<file path="src/design/kmct_ram.sv">
// ----------------------------------------------------------------------------
// kmct_ram: generic single-port-write, single-port-read RAM.
// One write and one registered read per cycle; a read of the address being
// written returns the old contents.
// ----------------------------------------------------------------------------
module kmct_ram #(
  parameter int unsigned Width = 8,
  parameter int unsigned Depth = 256
) (
  input  logic                     clk_i,
  input  logic                     we_i,
  input  logic [$clog2(Depth)-1:0] waddr_i,
  input  logic [Width-1:0]         wdata_i,
  input  logic                     re_i,
  input  logic [$clog2(Depth)-1:0] raddr_i,
  output logic [Width-1:0]         rdata_o
);

  logic [Width-1:0] mem_q [Depth];
  logic [Width-1:0] rdata_q;

  // Write port.
  always_ff @(posedge clk_i) begin
    if (we_i) begin
      mem_q[waddr_i] <= wdata_i;
    end
  end

  // Registered read port.
  always_ff @(posedge clk_i) begin
    if (re_i) begin
      rdata_q <= mem_q[raddr_i];
    end
  end

  assign rdata_o = rdata_q;

endmodule

</file>
<file path="config.mk">
export PLATFORM = sky130hd
export DESIGN_NAME = kmct_ram
export DESIGN_NICKNAME = d
export VERILOG_FILES = /design/src/design/kmct_ram.sv
export SDC_FILE = /design/constraint.sdc
export NUM_CORES = 2
export LEC_CHECK = 0
export BUFFER_PORTS_ARGS = -buffer_cell sky130_fd_sc_hd__buf_4
export CAP_MARGIN = 40
export CORE_MARGIN = 2
export CORE_UTILIZATION = 57
export DETAILED_ROUTE_END_ITERATION = 16
export PLACE_DENSITY = 0.82
export SLEW_MARGIN = 30
export SYNTH_ARGS = -nofsm -noshare
export SYNTH_HDL_FRONTEND = slang
export SYNTH_SLANG_ARGS = --single-unit
</file>
<file path="constraint.sdc">
create_clock -name clk_i -period 2.15 [get_ports clk_i]
set_input_delay 0.1075 -clock clk_i [delete_from_list [all_inputs] [get_ports clk_i]]
set_output_delay 0.1075 -clock clk_i [all_outputs]
set_load 0.02 [all_outputs]
</file>
==> metrics.cfg <==
[outcome]
outcome=finished, violations left
violations=negative setup slack

[place]
hpwl_mm=132
portBuffers=34
dp.cells=6148
place_congestion=0.914

[power_and_ir_drop]
total_leakage_power_nw=30.7
p_per_area_mw_per_mm2=884
ir_drop_mv=0.795

[timing]
hold_viol_final=0
layout_setup_ws_ps=-345
holdWs_ps=137
worst_slew_pin_slew_ps=884
fmax_mhz=401
fin_crit_sh_pct=116
slew_viol_final=0
slew_headroom_pct=41.1
finClkSkew_ps=44.5
rsz0062_at_grt=yes
fin_crit_ps=2500
finalSetupViolCount=8

[die]
floorplan.die_area_mm2=0.143
std_cell_rows=137
initial_core_util_pct=57.3
io_pins=35
core_area_mm2=0.139
die_w_um=378
die_y_um=378

[worst_setup_path]
cp_data_arrival_time_ps=3060
path_class=flip-flop to flip-flop
start_kind=flip-flop
worstPathRequired_ps=2710
crit_fanout=1
worstSetupEndpointType=flip-flop

[cts]
clkSinkCount=2056
clkSlewWorstSetupHoldPaths_ps=70
cts_tree=yes
cts_root_buf=clkbuf_16
post_cts_buffers=0
cts_buffers=190
cts.htree.levels=4
cts_buffer_depth=3
clock_latency_ps=840

[synthesis]
avgSynthCellArea_um2=21.3
yosysMostFrequentCell=edfxtp_1
yosys.area.top_type=edfxtp_1
synth_top_area_share_pct=77.5
synth-main-ff-cell=edfxtp_1
synth_area_leaders=edfxtp_1 (78%), mux4_2 (13%), mux2i_1 (1.7%)
synth_cell_types=54
netlist_area_mm2=0.0796
ys_ff_latch=2056
synth_enable_flop_cells=2056
ys_seq_area_share_pct=77.5
synth_nets=3760
synthCells=3733
yosysWarnings=0
ys_top_cells_by_count=edfxtp_1 (2056), mux4_2 (454), nor2_1 (282)
async_reset_ff_share_pct=0

[finish]
nFillCells=7783
synthToLayoutAreaGrowth_pct=18.3
multi_input_area_mm2=0.0170
regArea_mm2=0.0617
drive_gt1_share_pct=34.1
final_cells=6505
nNetsFinal=4505
diodes=0

[flow_run]
cap_viol_max_count=0

[global_routing]
grt_pass1_wl_mm=314
grt_pass1_vias=45100
grt_util_all_layers_pct=31.1
grt_overflow=0
antenna_found_initial=5
grt_start_max_net_pins=99

[drt]
firstDrtPassIters=6
drc=0
drtIter0Drc=7604
wl_per_cell_um=33.6
antenna_left=0
vias=44300
postRouteWirelength_mm=218
avgViaCountPerCell=6.81

[min_path]
hp-class=primary input to flip-flop

[layout make-up]
type	count	area share, %
flip-flops and latches	2056	65.5
multi-input cells	1442	18.0
repair buffers	786	7.38
clock buffers	225	5.25
well taps	1876	2.49
clock inverters	118	1.34
inverters	2	0.00797
[through the flow]
stage               util (%)  worst slack (ps)  cell area, um^2  setup TNS, ps  total power, mW
floorplan                  -            -0.977            79700          -1.95             47.3
global placement        62.9             -1160            87400          -7640             49.6
detailed placement      62.9             -1120            87400          -7850             49.7
CTS                     67.7              -247            94100          -1480             83.3
global route            67.8              -399            94200          -1930             85.0
finish                  67.8              -345            94200          -1810             83.3
[layer usage]
layer	part of all wire [%]	wire length [um]	track usage, %	vias up
met1	32	70800	40.1	22400
met5	0.0069	15	0	-
met2	48	105000	49.0	3982
li1	-	-	-	17200
met3	13	29100	7.84	789
met4	6.3	13800	16.9	4
[final timing paths]
kind / startpoint / end / slack, ps / cells after the start
worst max-delay path: mem_q[101][4] / rdata_o[4] / -350 / 7
worst min-delay path: we_i / mem_q[234][3] / 140 / 4
worst max register to register: mem_q[101][4] / rdata_o[4] / -350 / 7
worst min register to register: mem_q[214][3] / rdata_o[3] / 1240 / 5
[state kept, by name, indices dropped and copies added (netlist names)]
name,cells
rdata_o,8
mem_q,2048
[cell families after synthesis]
| group | after synthesis | share of synthesized area, % |
|---|---|---|
| DFF | 2056 | 77.5 |
| muxes | 591 | 14.6 |
| and+or+nand+nor | 466 | 2.63 |
| AOI/OAI and AO/OA | 385 | 3.42 |
| buffers and inverters | 235 | 1.83 |
[cells in the final DEF, fill, tap and decap left out, types with 9 or more instances in the layout]
cell           instances
o21ai_0               10
clkbuf_1              32
buf_12                76
nor2b_1               24
bufinv_16             23
buf_4                686
clkinv_1              43
nand2_1               33
mux2i_1              133
nand4_1               10
mux4_2               454
nand3_1               34
a211oi_1               9
nor3_1                15
o221ai_1              44
a22oi_1              127
nor2_1               277
nor4_2                17
o22ai_1               27
edfxtp_1            2056
clkinv_2              31
clkbuf_16            193
a21oi_1               95
o211ai_1              10
dlygate4sd3_1         14
[critical path, cell delays in order, from the launching register on]
cell	delay, ps
edfxtp_1	400
mux4_2	510
nor2b_1	190
a211oi_2	310
nor3_1	150
nor4_4	440
buf_4	200
nor4_4	40
[timing repair]
item / 4_1_cts / 5_1_grt
pin swaps: 20 / 8
gates resized for setup: 62 / 20
endpoints found under the setup margin: 8 / 8
endpoints found under the hold margin: 624 / 0
hold buffers: 14 / 0
cloned: 0 / 0
[where the power goes]
group	switching, mW	internal [mW]
Clock	14.9	19.2
Combinational	3.00	2.01
Sequential	0.0809	44.2
Total	17.9	65.4
No activity file was read; power rests on OpenSTA's default activity.
