$ cat src/design/kmct_pkg.sv
// ----------------------------------------------------------------------------
// kmct_pkg: shared types and constants of the multi-click key tracker.
// Holds the request and response payloads and the modifier key codes.
// ----------------------------------------------------------------------------
package kmct_pkg;

  // Key space and field widths.
  localparam int unsigned KeyBits    = 8;
  localparam int unsigned NumKeys    = 256;
  localparam int unsigned ThrBits    = 31;
  localparam int unsigned TimeFieldW = 32;
  localparam int unsigned CountOutW  = 8;
  localparam int unsigned NumMods    = 9;

  // Threshold after reset, in milliseconds.
  localparam logic [ThrBits-1:0] ThrReset = 31'd300;

  // Modifier key codes: Ctrl group, then Shift group, then Alt group.
  localparam logic [KeyBits-1:0] ModKeys [NumMods] = '{
    8'h11, 8'hA2, 8'hA3,
    8'h10, 8'hA0, 8'hA1,
    8'h12, 8'hA4, 8'hA5
  };

  // Operation carried by a request.
  typedef enum logic {
    ACT_SAMPLE = 1'b0,
    ACT_CHECK  = 1'b1
  } kmct_action_e;

  // Input request payload.
  typedef struct packed {
    kmct_action_e            action;
    logic [KeyBits-1:0]      key_index;
    logic                    key_down;
    logic [TimeFieldW-1:0]   time_ms;
    logic [CountOutW-1:0]    target_combo;
    logic                    pack_usable;
    logic                    need_ctrl;
    logic                    need_shift;
    logic                    need_alt;
  } kmct_req_t;

  // Result payload.
  typedef struct packed {
    logic                    pressed;
    logic [CountOutW-1:0]    live_count;
    logic [CountOutW-1:0]    buffered_count;
    logic                    matched;
  } kmct_rsp_t;

endpackage

$ cat src/design/kmct_update.sv
// ----------------------------------------------------------------------------
// kmct_update: per-key update of the multi-click tracker.
// Takes one key entry and the modifier levels, applies a sample or a check
// request and returns the new entry, the new levels and the response.
// ----------------------------------------------------------------------------
module kmct_update #(
  parameter int unsigned TimeBits  = 32,
  parameter int unsigned CountBits = 8,
  parameter int unsigned EntryW    = 1 + 2 * CountBits + TimeBits
) (
  input  kmct_pkg::kmct_req_t            req_i,
  input  logic [EntryW-1:0]              entry_i,
  input  logic [kmct_pkg::NumMods-1:0]   mods_i,
  input  logic [kmct_pkg::ThrBits-1:0]   thr_i,
  output logic [EntryW-1:0]              entry_o,
  output logic [kmct_pkg::NumMods-1:0]   mods_o,
  output kmct_pkg::kmct_rsp_t            rsp_o
);

  import kmct_pkg::*;

  typedef struct packed {
    logic                 held;
    logic [CountBits-1:0] live;
    logic [CountBits-1:0] buffered;
    logic [TimeBits-1:0]  stamp;
  } entry_t;

  entry_t               cur;
  entry_t               nxt;
  logic [TimeBits-1:0]  now;
  logic [TimeBits-1:0]  elapsed;
  logic [TimeBits-1:0]  thr_one;
  logic [TimeBits-1:0]  thr_two;
  logic                 grp_ctrl;
  logic                 grp_shift;
  logic                 grp_alt;
  logic                 hit;

  assign cur = entry_t'(entry_i);

  // Time and thresholds reduced to the stamp width.
  assign now     = TimeBits'(req_i.time_ms);
  assign elapsed = now - cur.stamp;
  assign thr_one = TimeBits'(thr_i);
  assign thr_two = TimeBits'({thr_i, 1'b0});

  // Modifier groups as they stand before this request.
  assign grp_ctrl  = |mods_i[2:0];
  assign grp_shift = |mods_i[5:3];
  assign grp_alt   = |mods_i[8:6];

  // A check succeeds on a usable pack, exact modifiers and a matching buffer.
  assign hit = req_i.pack_usable &&
               (req_i.need_ctrl == grp_ctrl) &&
               (req_i.need_shift == grp_shift) &&
               (req_i.need_alt == grp_alt) &&
               (16'(cur.buffered) == 16'(req_i.target_combo));

  // Entry update.
  always_comb begin
    nxt = cur;
    if (req_i.action == ACT_SAMPLE) begin
      // Expire the buffer, then close a run that has gone quiet.
      if ((cur.buffered != '0) && (elapsed > thr_two)) begin
        nxt.buffered = '0;
      end
      if ((cur.live != '0) && (elapsed > thr_one)) begin
        nxt.buffered = cur.live;
        nxt.live     = '0;
      end
      // Count a rising edge and restamp while held.
      if (req_i.key_down) begin
        if (!cur.held) begin
          nxt.live = nxt.live + CountBits'(1);
        end
        nxt.stamp = now;
      end
      nxt.held = req_i.key_down;
    end else if (hit) begin
      nxt.buffered = '0;
    end
  end

  // Mirror the level of a sampled modifier key.
  always_comb begin
    mods_o = mods_i;
    if (req_i.action == ACT_SAMPLE) begin
      for (int i = 0; i < NumMods; i++) begin
        if (req_i.key_index == ModKeys[i]) begin
          mods_o[i] = req_i.key_down;
        end
      end
    end
  end

  assign entry_o = EntryW'(nxt);

  // Response fields come from the updated entry.
  assign rsp_o.pressed        = nxt.held;
  assign rsp_o.live_count     = CountOutW'(nxt.live);
  assign rsp_o.buffered_count = CountOutW'(nxt.buffered);
  assign rsp_o.matched        = (req_i.action == ACT_CHECK) && hit;

endmodule

$ cat config.mk
export PLATFORM = sky130hd
export DESIGN_NAME = kmct_update
export DESIGN_NICKNAME = d
export VERILOG_FILES = /design/src/design/kmct_pkg.sv /design/src/design/kmct_update.sv
export SDC_FILE = /design/constraint.sdc
export NUM_CORES = 1
export LEC_CHECK = 0
export BUFFER_PORTS_ARGS = -buffer_cell sky130_fd_sc_hd__buf_2
export CAP_MARGIN = 20
export CORE_AREA = 2 2 96 98
export DETAILED_ROUTE_END_ITERATION = 8
export DIE_AREA = 0 0 98 100
export PLACE_DENSITY_LB_ADDON = 0.1
export SLEW_MARGIN = 30
export SYNTH_ARGS = -nofsm -noshare
export SYNTH_HDL_FRONTEND = slang
export SYNTH_SLANG_ARGS = --single-unit
$ cat constraint.sdc
create_clock -name vclk -period 17.8
set_clock_uncertainty 0.1 [all_clocks]
set_input_delay 1.78 -clock vclk [all_inputs]
set_output_delay 1.78 -clock vclk [all_outputs]
set_load 0.01 [all_outputs]
==> impl_metrics.tcl <==
set metrics [dict create \
    outcome "finished, final reports clean" \
    vias 5625 \
    irDropWorstVdd_mv 0.02104 \
    p_leak_nw 3.107 \
    grt_pass1_vias 5177 \
    cp-end-kind "output port" \
    setup-violations-final 0 \
    area_growth_pct 23.07 \
    fp.dieW_um 98 \
    max_cap_violations 0 \
    seq_area_sq_um 0 \
    synth_top_area_share_pct 25.34 \
    drive_gt1_share_pct 29.23 \
    max_stage_delay_ns 0.56 \
    m1WireLength_mm 6.070 \
    syn-cell-area_sq_um 4642 \
    design_area_sq_um 5713 \
    worst-path-max-fanout 12 \
    min_period_ns 9.397 \
    holdPathStages 4 \
    synth_warnings 0 \
    wl_met2_mm 6.699 \
    seq_cells 0 \
    synth_cell_types 72 \
    portBuffers 219 \
    power_density_nw_per_um2 42.10 \
    firstDrtPassIters 5 \
    grt_pass1_wl_mm 22.48 \
    worst_pin_slew_ns 0.8721 \
    drc 0 \
    hpwl_mm 12.20 \
    holdBufCountCts 0 \
    gp_congestion 0.9079 \
    synthCells 679 \
    hold_violations 0 \
    timing.hold.ws_ns 3.764 \
    fin_tns_setup_ns 0 \
    ant_nets 0 \
    final_cells 980 \
    cts_setup_buffers 0 \
    slew_violations 0 \
    mostFrequentLayoutCells "buf_2 (219), ha_1 (94), inv_1 (83), nand2_1 (73), o21ai_0 (53)" \
    start_util_pct 52.22 \
    total_power_w 0.0002405 \
    die_y_um 100 \
    nNetsFinal 1109 \
    routed_wl_mm 14.01 \
    internal_power_w 0.0001018 \
    switchingPower_w 0.0001388 \
    hold_path_end "entry_o[15]" \
    fin_crit_sh_pct 52.79 \
    fmax_mhz 106.4 \
    synth_area_leader_cell "ha_1" \
    met3_length_um 971 \
    arrival_ns 7.52 \
    p_sw_share_pct 57.69 \
    n_clock_buffer 0 \
    grt.total_usage_pct 26.44 \
    syn_avg_cell_area_sq_um 6.836 \
    min_from "req_i[27]" \
    top_layer_used "met4" \
    yosysSeqAreaShare_pct 0 \
    wl_per_cell_um 14.30 \
    place_area_sq_um 5713 \
    path_class "in2out" \
    viasPerCell 5.740 \
    drtIter0Drc 193 \
    rsz0062_at_grt "no" \
    grt_overflow 0 \
    die_area_sq_um 9800 \
    slowest_stage "a2111oi_2" \
    critPathRequiredTime_ns 15.92 \
    clkPwrFrac_pct 0 \
    p_comb_share_pct 100.0 \
    dp.cells 980 \
    syn-num-nets 917 \
    fp-row-count 35 \
    antenna_found_initial 0 \
    power_frac_seq_pct 0 \
    grt_start_max_net_pins 64 \
    ctsResizeCount 0 \
    core_area_sq_um 8890 \
    slew_headroom_pct 41.47 \
    cp-start-kind "primary input" \
    io-pin-count 219 \
    layout_commonest_cell "buf_2" \
    diodes 0 \
    synth_top_cells_by_area "ha_1 (25%), inv_1 (6.7%), nand2_1 (5.9%), o21ai_0 (5.7%), a21oi_1 (5.2%)" \
    n_fill_cell 855 \
    min_path_type "in2out" \
]
-- logic make-up (layout without fill, tap and decap cells) --
logic type      Yosys count  count (layout)  share of synthesized area (%)
simple gates            219             219                          24.12
compound gates          200             200                          29.08
buf+inv                 113             303                          10.57
fa+ha+maj                95              95                          25.77
xor+xnor                 39              39                          7.359
mux                      13              13                          3.100
-- through the flow --
| stage | setup WS (ns) | utilization (%) |
|---|---|---|
| after detailed placement | 8.442 | 64.26 |
| after floorplan | 9.334 | - |
| after CTS | 8.434 | 64.26 |
| after global placement | 8.585 | 64.26 |
| final | 8.403 | 64.26 |
| after global routing | 7.856 | 64.26 |
-- final cells by class --
cell class	instances	area [sq um]	area share, %
well taps	111	138.9	2.431
repair buffers	220	1104	19.32
multi-input cells	566	4159	72.80
inverters	83	311.5	5.453
-- worst max-delay path: cells and delay by family --
kind	cells	cell delay (ns)
simple gates	8	1.41
fa+ha+maj	4	1.16
buf+inv	4	0.36
xor+xnor	1	0.11
compound gates	10	2.67
-- worst max path at each step --
stage	startpoint	cells past startpoint	to
after CTS	req_i[12]	27	rsp_o[11]
after global routing	req_i[12]	27	entry_o[42]
after global placement	req_i[12]	27	rsp_o[11]
final	req_i[12]	27	rsp_o[11]
after floorplan	req_i[12]	27	rsp_o[11]
after detailed placement	req_i[12]	27	rsp_o[11]
-- power groups by stage --
stage | logic, W | clock network, W | registers (W)
final | 0.000241 | 0 | 0
after global routing | 0.000270 | 0 | 0
after CTS | 0.000239 | 0 | 0
after global placement | 0.000233 | 0 | 0
after floorplan | 0.000171 | 0 | 0
after detailed placement | 0.000238 | 0 | 0
-- Yosys cell counts (all sizes together), types with 4 or more instances --
library cell  count
ha               94
inv              83
nand2            73
o21ai            57
a21oi            51
nor2             35
nand3            22
xnor2            21
buf              20
xor2             18
a21o             17
nand4            17
nor3             16
o221ai           12
mux2             11
nor2b            11
clkbuf           10
nor4             10
nand2b            8
o32a              8
and3              6
o21bai            6
o31ai             6
a31oi             5
or2               5
a211o             4
a211oi            4
a311oi            4
o211ai            4
o21a              4
-- layer usage --
| layer | track usage, % | vias to the layer above |
|---|---|---|
| met3 | 2.786 | 28 |
| met1 | 33.07 | 2514 |
| li1 | - | 2861 |
| met4 | 5.769 | 0 |
| met2 | 48.95 | 222 |
| met5 | 0 | - |
Power figures use the tool's default switching activity.
